===== src/hdl/cfl_pkg.sv =====
// shared types and constants for the cfl time step reduction block
// word and fraction widths, request and result layouts, controller codes
// no dependencies
package cfl_pkg;

    // fixed point format of the word values: unsigned or signed q16.16
    localparam int WORD_BITS = 32;
    localparam int FRAC_BITS = 16;
    localparam int CNT_BITS  = $clog2(WORD_BITS);

    typedef logic [WORD_BITS-1:0]        word_t;
    typedef logic signed [WORD_BITS-1:0] sword_t;
    typedef logic [CNT_BITS-1:0]         step_cnt_t;

    // time of an axis that nothing limits, also the saturation value
    localparam word_t INFINITY = '1;

    // reset cell width, 1.0 in fixed point
    localparam word_t WIDTH_ONE = word_t'(1) << FRAC_BITS;

    // last quotient bit step of the divider lanes
    localparam step_cnt_t LAST_STEP = step_cnt_t'(WORD_BITS - 1);

    // configuration register indexes
    typedef enum logic [0:0] {
        CFG_CELL_WIDTH_X = 1'b0,
        CFG_CELL_WIDTH_Y = 1'b1
    } cfg_idx_t;

    // one cell request
    typedef struct packed {
        sword_t                 x_velocity;
        sword_t                 y_velocity;
        logic [WORD_BITS-2:0]   sound_speed;
        logic                   in_domain;
        logic                   last_cell;
    } cell_req_t;

    // one result
    typedef struct packed {
        word_t  time_step;
        logic   no_limit;
    } step_rsp_t;

    // controller to datapath commands
    typedef struct packed {
        logic load;
        logic prep;
        logic div_step;
        logic div_first;
        logic update;
        logic emit;
    } cfl_cmd_t;

    // datapath to controller status
    typedef struct packed {
        logic in_domain;
        logic last_cell;
    } cfl_status_t;

    // controller states
    typedef enum logic [4:0] {
        ST_IDLE = 5'b00001,
        ST_PREP = 5'b00010,
        ST_DIV  = 5'b00100,
        ST_CMP  = 5'b01000,
        ST_EMIT = 5'b10000
    } cfl_state_t;

endpackage


===== src/hdl/cfl_div_lane.sv =====
// one restoring divider lane: floor((width << FRAC_BITS) / speed), one bit a cycle
// flags quotients that do not fit the word
// depends on cfl_pkg
module cfl_div_lane (
    input  logic          clk,
    input  logic          start,
    input  logic          step,
    input  logic          first,
    input  cfl_pkg::word_t width,
    input  cfl_pkg::word_t speed,
    output cfl_pkg::word_t quotient,
    output logic          overflow
);
    import cfl_pkg::*;

    word_t              rem_reg;
    word_t              rem_next;
    word_t              low_reg;
    word_t              quot_reg;
    logic               ovf_reg;
    logic [WORD_BITS:0] trial;
    logic [WORD_BITS:0] diff;
    logic               take;

    // trial subtraction of the shifted partial remainder
    always_comb
    begin
        trial    = {rem_reg, low_reg[WORD_BITS-1]};
        diff     = trial - {1'b0, speed};
        take     = (trial >= {1'b0, speed});
        rem_next = take ? diff[WORD_BITS-1:0] : trial[WORD_BITS-1:0];
    end

    // upper word of the numerator seeds the remainder, lower word shifts in
    always_ff @(posedge clk)
    begin
        if (start)
        begin
            rem_reg <= width >> (WORD_BITS - FRAC_BITS);
            low_reg <= width << FRAC_BITS;
        end
        else if (step)
        begin
            rem_reg  <= rem_next;
            low_reg  <= low_reg << 1;
            quot_reg <= {quot_reg[WORD_BITS-2:0], take};
        end
    end

    // quotient too wide when the upper numerator word is not below the divisor
    always_ff @(posedge clk)
    begin
        if (step && first)
        begin
            ovf_reg <= (rem_reg >= speed);
        end
    end

    assign quotient = quot_reg;
    assign overflow = ovf_reg;

endmodule


===== src/hdl/cfl_datapath.sv =====
// datapath: config registers, wave speeds, two divider lanes, running minimum
// and result register
// depends on cfl_pkg and cfl_div_lane
module cfl_datapath (
    input  logic                clk,
    input  logic                rst_n,
    input  cfl_pkg::cfl_cmd_t    cmd,
    output cfl_pkg::cfl_status_t status,
    input  cfl_pkg::cell_req_t   in_data,
    output cfl_pkg::step_rsp_t   out_data,
    input  logic                cfg_write,
    input  cfl_pkg::cfg_idx_t    cfg_index,
    input  cfl_pkg::word_t       cfg_data
);
    import cfl_pkg::*;

    word_t                cell_width_x_reg;
    word_t                cell_width_y_reg;
    word_t                x_mag_reg;
    word_t                y_mag_reg;
    logic [WORD_BITS-2:0] c_reg;
    logic                 in_domain_reg;
    logic                 last_cell_reg;
    word_t                x_speed_reg;
    word_t                y_speed_reg;
    word_t                running_min_reg;
    word_t                running_min_next;
    logic                 any_limited_reg;
    step_rsp_t            result_reg;
    word_t                x_quot;
    word_t                y_quot;
    logic                 x_ovf;
    logic                 y_ovf;
    word_t                cand_x;
    word_t                cand_y;
    logic                 x_lt_y;
    logic                 x_lt_min;
    logic                 y_lt_min;

    // configuration writes
    always_ff @(posedge clk or negedge rst_n)
    begin
        if (!rst_n)
        begin
            cell_width_x_reg <= WIDTH_ONE;
            cell_width_y_reg <= WIDTH_ONE;
        end
        else if (cfg_write)
        begin
            unique case (cfg_index)
                CFG_CELL_WIDTH_X: cell_width_x_reg <= cfg_data;
                CFG_CELL_WIDTH_Y: cell_width_y_reg <= cfg_data;
                default:          cell_width_x_reg <= cell_width_x_reg;
            endcase
        end
    end

    // capture the request: velocity magnitudes, sound speed and the two flags
    always_ff @(posedge clk)
    begin
        if (cmd.load)
        begin
            x_mag_reg <= in_data.x_velocity[WORD_BITS-1] ? word_t'(-in_data.x_velocity)
                                                         : word_t'(in_data.x_velocity);
            y_mag_reg <= in_data.y_velocity[WORD_BITS-1] ? word_t'(-in_data.y_velocity)
                                                         : word_t'(in_data.y_velocity);
            c_reg         <= in_data.sound_speed;
            in_domain_reg <= in_data.in_domain;
            last_cell_reg <= in_data.last_cell;
        end
    end

    // wave speeds |u| + c and |v| + c, these never exceed the word
    always_ff @(posedge clk)
    begin
        if (cmd.prep)
        begin
            x_speed_reg <= x_mag_reg + {1'b0, c_reg};
            y_speed_reg <= y_mag_reg + {1'b0, c_reg};
        end
    end

    assign status.in_domain = in_domain_reg;
    assign status.last_cell = last_cell_reg;

    // x and y divider lanes run side by side
    cfl_div_lane u_div_x (
        .clk      (clk),
        .start    (cmd.prep),
        .step     (cmd.div_step),
        .first    (cmd.div_first),
        .width    (cell_width_x_reg),
        .speed    (x_speed_reg),
        .quotient (x_quot),
        .overflow (x_ovf)
    );

    cfl_div_lane u_div_y (
        .clk      (clk),
        .start    (cmd.prep),
        .step     (cmd.div_step),
        .first    (cmd.div_first),
        .width    (cell_width_y_reg),
        .speed    (y_speed_reg),
        .quotient (y_quot),
        .overflow (y_ovf)
    );

    // candidate times, a zero wave speed gives no candidate
    always_comb
    begin
        cand_x   = (x_speed_reg == '0) ? INFINITY : (x_ovf ? INFINITY : x_quot);
        cand_y   = (y_speed_reg == '0) ? INFINITY : (y_ovf ? INFINITY : y_quot);
        x_lt_y   = (cand_x < cand_y);
        x_lt_min = (cand_x < running_min_reg);
        y_lt_min = (cand_y < running_min_reg);
        if (x_lt_y && x_lt_min)
        begin
            running_min_next = cand_x;
        end
        else if (!x_lt_y && y_lt_min)
        begin
            running_min_next = cand_y;
        end
        else
        begin
            running_min_next = running_min_reg;
        end
    end

    // running minimum, cleared when the result leaves
    always_ff @(posedge clk or negedge rst_n)
    begin
        if (!rst_n)
        begin
            running_min_reg <= INFINITY;
            any_limited_reg <= 1'b0;
        end
        else if (cmd.emit)
        begin
            running_min_reg <= INFINITY;
            any_limited_reg <= 1'b0;
        end
        else if (cmd.update)
        begin
            running_min_reg <= running_min_next;
            any_limited_reg <= any_limited_reg | (x_speed_reg != '0) | (y_speed_reg != '0);
        end
    end

    // result register
    always_ff @(posedge clk)
    begin
        if (cmd.emit)
        begin
            result_reg.time_step <= running_min_reg;
            result_reg.no_limit  <= !any_limited_reg;
        end
    end

    assign out_data = result_reg;

    // the minimum never rises during a range
    a_min_monotone: assert property (@(posedge clk) disable iff (!rst_n)
        cmd.update && !cmd.emit |=> running_min_reg <= $past(running_min_reg))
        else $error("running minimum rose on an update");

    // a result restarts the range
    a_emit_clears: assert property (@(posedge clk) disable iff (!rst_n)
        cmd.emit |=> running_min_reg == INFINITY && !any_limited_reg)
        else $error("range state not cleared after a result");

    // a result carries the state of the range it closes
    a_result_load: assert property (@(posedge clk) disable iff (!rst_n)
        cmd.emit |=> out_data.time_step == $past(running_min_reg)
            && out_data.no_limit == !$past(any_limited_reg))
        else $error("result does not match the range state");

endmodule


===== src/hdl/cfl_ctrl.sv =====
// controller state machine: request accept, divider sequencing, result hand-off
// drives the output valid and the input stall
// depends on cfl_pkg
module cfl_ctrl (
    input  logic                clk,
    input  logic                rst_n,
    input  logic                in_valid,
    output logic                in_stall,
    output logic                out_valid,
    input  logic                out_stall,
    input  cfl_pkg::cfl_status_t status,
    output cfl_pkg::cfl_cmd_t    cmd
);
    import cfl_pkg::*;

    cfl_state_t state_reg;
    cfl_state_t state_next;
    step_cnt_t  count_reg;
    step_cnt_t  count_next;
    logic       out_valid_reg;
    logic       out_valid_next;
    logic       slot_free;

    assign slot_free = !out_valid_reg || !out_stall;

    // next state and commands
    always_comb
    begin
        state_next     = state_reg;
        count_next     = count_reg;
        cmd            = '0;
        out_valid_next = out_valid_reg && out_stall;
        unique case (state_reg)
            ST_IDLE:
            begin
                if (in_valid)
                begin
                    cmd.load   = 1'b1;
                    state_next = ST_PREP;
                end
            end
            ST_PREP:
            begin
                cmd.prep   = 1'b1;
                count_next = '0;
                if (status.in_domain)
                begin
                    state_next = ST_DIV;
                end
                else if (status.last_cell)
                begin
                    state_next = ST_EMIT;
                end
                else
                begin
                    state_next = ST_IDLE;
                end
            end
            ST_DIV:
            begin
                cmd.div_step  = 1'b1;
                cmd.div_first = (count_reg == '0);
                count_next    = count_reg + step_cnt_t'(1);
                if (count_reg == LAST_STEP)
                begin
                    state_next = ST_CMP;
                end
            end
            ST_CMP:
            begin
                cmd.update = 1'b1;
                state_next = status.last_cell ? ST_EMIT : ST_IDLE;
            end
            ST_EMIT:
            begin
                if (slot_free)
                begin
                    cmd.emit       = 1'b1;
                    out_valid_next = 1'b1;
                    state_next     = ST_IDLE;
                end
            end
            default:
            begin
                state_next = ST_IDLE;
            end
        endcase
    end

    // state, step counter and output valid
    always_ff @(posedge clk or negedge rst_n)
    begin
        if (!rst_n)
        begin
            state_reg     <= ST_IDLE;
            count_reg     <= '0;
            out_valid_reg <= 1'b0;
        end
        else
        begin
            state_reg     <= state_next;
            count_reg     <= count_next;
            out_valid_reg <= out_valid_next;
        end
    end

    assign in_stall  = (state_reg != ST_IDLE);
    assign out_valid = out_valid_reg;

    // an accepted request always goes to preparation
    a_load_prep: assert property (@(posedge clk) disable iff (!rst_n)
        cmd.load |=> state_reg == ST_PREP)
        else $error("accepted request did not enter preparation");

    // the divider stops after exactly one word of quotient bits
    a_div_end: assert property (@(posedge clk) disable iff (!rst_n)
        state_reg == ST_DIV && count_reg == LAST_STEP |=> state_reg == ST_CMP)
        else $error("divider did not finish after the last step");

    // a result waits while the previous one is still held
    a_emit_wait: assert property (@(posedge clk) disable iff (!rst_n)
        state_reg == ST_EMIT && out_valid_reg && out_stall |=> state_reg == ST_EMIT)
        else $error("result overwrote a held result");

    // no new result while one is held
    a_no_overrun: assert property (@(posedge clk) disable iff (!rst_n)
        cmd.emit |-> slot_free)
        else $error("result emitted into a full output register");

endmodule


===== src/hdl/cfl_timestep_min_reduction.sv =====
// Top level of the cfl time step reduction block.
// Request channel (in_valid, in_stall, in_data): one grid cell per request with
// x and y velocity (signed q16.16), sound speed (q15.16), in-domain and last-cell
// bits. Result channel (out_valid, out_stall, out_data): one result per range,
// sent after the request carrying last_cell, with the minimum time step in
// q16.16 (all ones when saturated or unlimited) and a no-limit flag.
// Configuration: cfg_write with cfg_index selects cell_width_x or cell_width_y.
// Sequence: a cell in the domain holds the request channel through accept,
// wave speed add, the quotient bit steps of the two divider lanes and the
// minimum update, and the last cell of a range also through the result load.
// A masked cell passes only accept and wave speed add, plus the result load
// when it ends a range. The two restoring divider lanes do one quotient bit per cycle each.
// A result is visible on the cycle after it is loaded and is held in an output
// register, so a stalled receiver does not stop the next range from being
// worked on; only the load of the following result waits for the register.
// Reset clears the running minimum to all ones, cell widths to 1.0 and the
// output valid.
// depends on cfl_pkg, cfl_ctrl, cfl_datapath
module cfl_timestep_min_reduction (
    input  logic              clk,
    input  logic              rst_n,
    input  logic              in_valid,
    output logic              in_stall,
    input  cfl_pkg::cell_req_t in_data,
    output logic              out_valid,
    input  logic              out_stall,
    output cfl_pkg::step_rsp_t out_data,
    input  logic              cfg_write,
    input  cfl_pkg::cfg_idx_t  cfg_index,
    input  cfl_pkg::word_t     cfg_data
);
    import cfl_pkg::*;

    cfl_cmd_t    cmd;
    cfl_status_t status;

    // controller
    cfl_ctrl u_ctrl (
        .clk       (clk),
        .rst_n     (rst_n),
        .in_valid  (in_valid),
        .in_stall  (in_stall),
        .out_valid (out_valid),
        .out_stall (out_stall),
        .status    (status),
        .cmd       (cmd)
    );

    // datapath
    cfl_datapath u_datapath (
        .clk       (clk),
        .rst_n     (rst_n),
        .cmd       (cmd),
        .status    (status),
        .in_data   (in_data),
        .out_data  (out_data),
        .cfg_write (cfg_write),
        .cfg_index (cfg_index),
        .cfg_data  (cfg_data)
    );

endmodule

===== config.mk =====
export PLATFORM = sky130hd
export DESIGN_NAME = cfl_timestep_min_reduction
export DESIGN_NICKNAME = d
export VERILOG_FILES = /design/src/hdl/cfl_pkg.sv /design/src/hdl/cfl_div_lane.sv /design/src/hdl/cfl_datapath.sv /design/src/hdl/cfl_ctrl.sv /design/src/hdl/cfl_timestep_min_reduction.sv
export SDC_FILE = /design/constraint.sdc
export NUM_CORES = 1
export LEC_CHECK = 0
export ABC_AREA = 1
export BUFFER_PORTS_ARGS = -buffer_cell sky130_fd_sc_hd__buf_2
export CORE_ASPECT_RATIO = 0.7
export CORE_MARGIN = 5
export CORE_UTILIZATION = 30
export DETAILED_ROUTE_END_ITERATION = 8
export HOLD_SLACK_MARGIN = 0.05
export PLACE_DENSITY = 0.56
export SLEW_MARGIN = 20
export SYNTH_ARGS = -nofsm -noshare
export SYNTH_HDL_FRONTEND = slang
export SYNTH_SLANG_ARGS = --single-unit

===== constraint.sdc =====
create_clock -name clk -period 16.1 [get_ports clk]
set_input_delay 0.805 -clock clk [delete_from_list [all_inputs] [get_ports clk]]
set_output_delay 0.805 -clock clk [all_outputs]
set_load 0.01 [all_outputs]

Word-level counts from Yosys, hierarchy flattened --
Cells that the tools add are included.
Word-level totals: register bits 464, input bits 135, output and inout bits 35
Cells by class: add/sub/neg operators 7, $lt $le $gt $ge 7, equality and inequality tests 10, multiplexer cells 38, bitwise logic cells 4, reduce and logical (&&, ||, !) cells 23
Operators by type and width (number):
- $mux W32 | 14
- $lt A32 B32 Y1 | 3
- $ge A33 B32 Y1 | 2
- $add A32 B31 Y32 | 2
- $ge A32 B32 Y1 | 2
- $logic_not A32 Y1 | 2
- $mux W16 | 4
- $neg A32 Y32 | 2
- $reduce_bool A32 Y1 | 2
- $sub A32 B32 Y32 | 2
- $mux W31 | 2
- $mux W5 | 5
- $pmux W5 S5 | 1
- $eq A5 B5 Y1 const B | 2
- $mux W1 | 10
- $pmux W5 S2 | 1
- $reduce_and A2 Y1 | 4
- $reduce_bool A2 Y1 | 3
- $add A5 B1 Y5 const B | 1
- $eq A5 B1 Y1 const B | 1
- $eq A5 B2 Y1 const B | 1
- $eq A5 B3 Y1 const B | 1
- $eq A5 B4 Y1 const B | 1
- $logic_not A5 Y1 | 1
- 11 further kinds | 20

Longest topological paths before layout --
depth after elaboration 9, depth in mapped cells 27, depth with buffers taken out 25

Cells and area by module --
Synthesis repeated with hierarchy kept, for this count alone.
Unflattened totals: cell total of the unflattened synthesis 4058, area total of the unflattened synthesis 31816.8 sq um
By module, submodules not included:
- cfl_datapath | times used 1, cells an instance 1975, area an instance 17481.8 sq um, seq. area each 8295.5 sq um
- cfl_div_lane at u_datapath.u_div_x | times used 1, cells an instance 998, area an instance 6887.9 sq um, seq. area each 2272.2 sq um
- cfl_div_lane at u_datapath.u_div_y | times used 1, cells an instance 997, area an instance 6800.3 sq um, seq. area each 2272.2 sq um
- cfl_ctrl | times used 1, cells an instance 88, area an instance 646.9 sq um, seq. area each 276.5 sq um

Least setup slack after synthesis --
OpenSTA, ideal clock, no wires.
path type input to register, start point input out_stall, end point register u_datapath.c_reg[0] (enable), library setup time 0.554 ns, arrival time 5.171 ns, required time 15.546 ns, setup slack 10.375 ns, stages on the path 5, buffers on the path 0, path through nand2_1 > nor2_1 > inv_1 > o211ai_1 > nor2_1
RTL lines:
- start: declaration | line cfl_timestep_min_reduction.sv:26 | input logic out_stall,
- end signal: assignment | line cfl_datapath.sv:67 | c_reg <= in_data.sound_speed;
- end: declaration | line cfl_datapath.sv:21 | logic [WORD_BITS-2:0] c_reg;

Final worst setup path --
start point register u_datapath.y_speed_reg[1], end point register u_datapath.running_min_reg[5]
On the way: cells in the longest elaborated chain, start to end 7, elaborated cells on any way between the ends 13
RTL lines:
- start: declaration | line cfl_datapath.sv:25 | word_t y_speed_reg;
- start signal: assignment | line cfl_datapath.sv:79 | y_speed_reg <= y_mag_reg + {1'b0, c_reg};
- $logic_not A32 Y1 (*) | line cfl_datapath.sv:113 | cand_y = (y_speed_reg == '0) ? INFINITY : (y_ovf ? INFINITY : y_quot);
- $mux W32 (*) | line cfl_datapath.sv:113
- $lt A32 B32 Y1 | line cfl_datapath.sv:114 | x_lt_y = (cand_x < cand_y);
- $logic_and A1 B1 Y1 / $logic_not A1 Y1 (equally long branches) | line cfl_datapath.sv:117, cfl_datapath.sv:121
- $mux W32 / $logic_and A1 B1 Y1 (equally long branches) | line cfl_datapath.sv:117, cfl_datapath.sv:121
- $mux W32 / $reduce_bool A3 Y1 (equally long branches)
- $mux W32 / $reduce_and A2 Y1 (equally long branches)
- end signal: assignment | line cfl_datapath.sv:146 | running_min_reg <= running_min_next;
- end: declaration | line cfl_datapath.sv:26 | word_t running_min_reg;
Every way passes the cells marked *; elsewhere a longest branch is shown, timed or not. The select of a mux whose other input is x is not followed. A chain may end at the register's enable or synchronous reset.

==> results.yml <==
outcome:
  status: "completed"
job:
  cap_violations: 0
clocking:
  cts_buffer_depth: 3
  cts.sinks: 464
  cts_setup_buffers: 0
  clk_latency_ns: 0.65
  htree_levels: 2
  clkSlewWorstSetupHoldPaths_ns: 0.07
  numCtsBuffers: 50
  cts_root_buf: "clkbuf_16"
  cts_tree: "yes"
  cts_resized: 0
  cts_hold_buf: 0
power_and_ir_drop:
  p_sw_frac: 0.424
  total_power_w: 0.00617
  p_per_area_mw_per_mm2: 185
  total_leakage_power_nw: 14.9
  peakVddDrop_v: 0.0000970
  p_seq_frac: 0.341
  power_frac_clock: 0.195
  comb_power_share: 0.463
  intPower_w: 0.00355
  p_sw_w: 0.00261
worst_setup_path:
  rr_worst_depth: 21
  cp_common_cell: "nor2_1"
  r2r-start: "u_datapath.y_speed_reg[1]"
  reg2reg_to: "u_datapath.running_min_reg[5]"
  cp_top_family: "simple AND/OR/NAND/NOR gates"
  critPathKind: "reg2reg"
  cp-start-kind: "flop"
  cp_max_fo: 33
  cp.arrival_ns: 6.24
  r2r_slack_ns: 10.40
  cp_slowest_cell: "inv_1"
  end_kind: "flop"
  crit_chain: "nor2_1, nand3_1, nor2_1, nand2_1, nor2_2, nor2_1, inv_1, nor2_1, ha_1, a21oi_1, nor2_1, a211oi_1, o221a_2, nand2_1, a21boi_4, nand2_2, nand2_2, nand2_4, nand2_4, nand2_1, nand2_1"
  crit_buf_inv: 1
  required_ns: 16.65
  cpPeakStageDelay_ns: 0.71
cells_and_area:
  final_area_mm2: 0.0333
  largest_register_ffs: 33
  insertedDiodeCount: 0
  nFillCells: 10029
  drive_gt1_frac: 0.0962
  syn_to_final_growth_pct: 13.7
  final_nets: 3983
  utilization: 0.345
route:
  ant_nets: 0
  totalWireLength_mm: 79.2
  drt_pass1_iterations: 6
  drc: 0
  initialDrtViolationCount: 1501
  vias: 23278
  drt-wirelength-per-cell_um: 16.1
  vias_per_cell: 4.74
logic_synthesis:
  avgSynthCellArea_um2: 8.61
  synth_edf_count: 324
  synthTopCellsByArea: "edfxtp_1 33%, ha_1 12%, nand2_1 11%"
  synthesis.area_mm2: 0.0293
  yosysMostFrequentCell: "nand2_1"
  ys_seq_area_frac: 0.448
  synth_area_leader_cell: "edfxtp_1"
  synth_top_area_frac: 0.332
  synth_cell_types: 58
  async_flop_share: 0.233
  synth-main-ff-cell: "edfxtp_1"
  ys_seq_elements: 464
  synth_nets: 3825
  yosys_warnings: 0
  synth_cells: 3399
  yosys-top-cells-count: "835 x nand2_1, 392 x inv_1, 324 x edfxtp_1"
timing:
  finalSetupViolations: 0
  clock.fmax_mhz: 176
  clock_skew_ns: 0.0520
  drv_slew: 0
  worst_slew_pin_slew_ns: 1.05
  finalCritPeriodShare: 0.354
  rsz0062_at_grt: "no"
  fin_setup_tns_ns: 0
  maxSlewHeadroom: 0.302
  hold_viol_final: 0
  finalCriticalPeriod_ns: 5.70
global_route:
  groute.usage.overall: 0.148
  antenna_found_initial: 3
  overflow: 0
  grt_max_degree: 80
  grt_pass1_vias: 22365
  grt_pass1_wl_mm: 124
placed_design:
  portBuffers: 169
  dpl-instance-area_mm2: 0.0315
  dp_hpwl_mm: 61.8
  routabilityCongestion: 0.877
floorplanning:
  die_w_um: 383
  rows: 95
  fp.coreArea_mm2: 0.0964
  die_area_mm2: 0.104
  io_pins: 170
  fp.dieH_um: 271
  floorplan.initialDensity: 0.304
hold_path:
  hold_class: "in2async"
## per-layer routing
layer  share of wire  track usage
met5               0            0
met4           0.019       0.0323
met3           0.060       0.0261
met2            0.41        0.221
met1            0.51        0.224
## metrics by stage
step | setup slack [ns] | hold slack [ns] | instances
finish | 10.40 | 0.298 | 4907
global route | 9.72 | 0.302 | 4907
CTS | 10.31 | 0.259 | 4907
floorplan | 10.37 | 0.427 | 3399
detailed placement | 10.39 | 0.433 | 4814
global placement | 10.45 | 0.430 | 4814
## cells in the final DEF (no fill, tap or decap), types with 6 or more instances in the layout
| cell | count |
|---|---|
| a211oi_1 | 13 |
| a21o_1 | 9 |
| a21oi_1 | 207 |
| a221oi_1 | 9 |
| a31oi_1 | 21 |
| buf_2 | 168 |
| buf_4 | 19 |
| clkbuf_1 | 11 |
| clkbuf_16 | 50 |
| clkbuf_8 | 13 |
| dfrtp_1 | 73 |
| dfstp_2 | 35 |
| dfxtp_1 | 32 |
| edfxtp_1 | 324 |
| ha_1 | 287 |
| inv_1 | 390 |
| inv_2 | 14 |
| nand2_1 | 832 |
| nand3_1 | 157 |
| nand4_1 | 40 |
| nor2_1 | 288 |
| nor3_1 | 49 |
| nor4_1 | 7 |
| o211ai_1 | 34 |
| o21a_1 | 18 |
| o21ai_0 | 192 |
| o21ai_1 | 31 |
| o21bai_1 | 6 |
| o221ai_1 | 9 |
| o31ai_1 | 9 |
| xnor2_1 | 74 |
| xor2_1 | 95 |
## logic make-up (layout without fill, tap and decap cells)
group / after synthesis / after routing / synth area share
simple gates: 1399 / 1399 / 0.195
compound gates: 590 / 590 / 0.116
buf+inv: 486 / 685 / 0.0648
flops: 464 / 464 / 0.448
fa+ha+maj: 291 / 291 / 0.125
xor+xnor: 169 / 169 / 0.0506
## power by group through the flow
stage          clock network (W)  logic, W  registers (W)
4_1_cts                  0.00124   0.00286        0.00210
3_5_place_dp                   0   0.00284        0.00212
3_3_place_gp                   0   0.00283        0.00212
6_report                 0.00121   0.00286        0.00210
5_1_grt                  0.00129   0.00325        0.00214
2_1_floorplan                  0   0.00214        0.00201
## worst max-delay path by stage
stage,startpoint,cells after the start,slack (ns),end
3_3_place_gp,u_datapath.y_speed_reg[1],21,10.45,u_datapath.running_min_reg[11]
6_report,u_datapath.y_speed_reg[1],21,10.40,u_datapath.running_min_reg[5]
3_5_place_dp,u_datapath.y_speed_reg[1],21,10.39,u_datapath.running_min_reg[5]
4_1_cts,u_datapath.y_speed_reg[1],21,10.31,u_datapath.running_min_reg[18]
5_1_grt,u_datapath.y_speed_reg[1],21,9.72,u_datapath.running_min_reg[10]
2_1_floorplan,out_stall,5,10.37,u_datapath.c_reg[0]
## layout make-up
class,count,area [um2],area share
Clock inverter,19,240,0.00722
Timing Repair Buffer,187,983,0.0296
Clock buffer,74,1470,0.0442
Tap cell,1309,1640,0.0492
Sequential cell,464,13100,0.394
Inverter,405,1520,0.0457
Multi-Input combinational cell,2449,14300,0.430
Power figures use the tool's default switching activity.
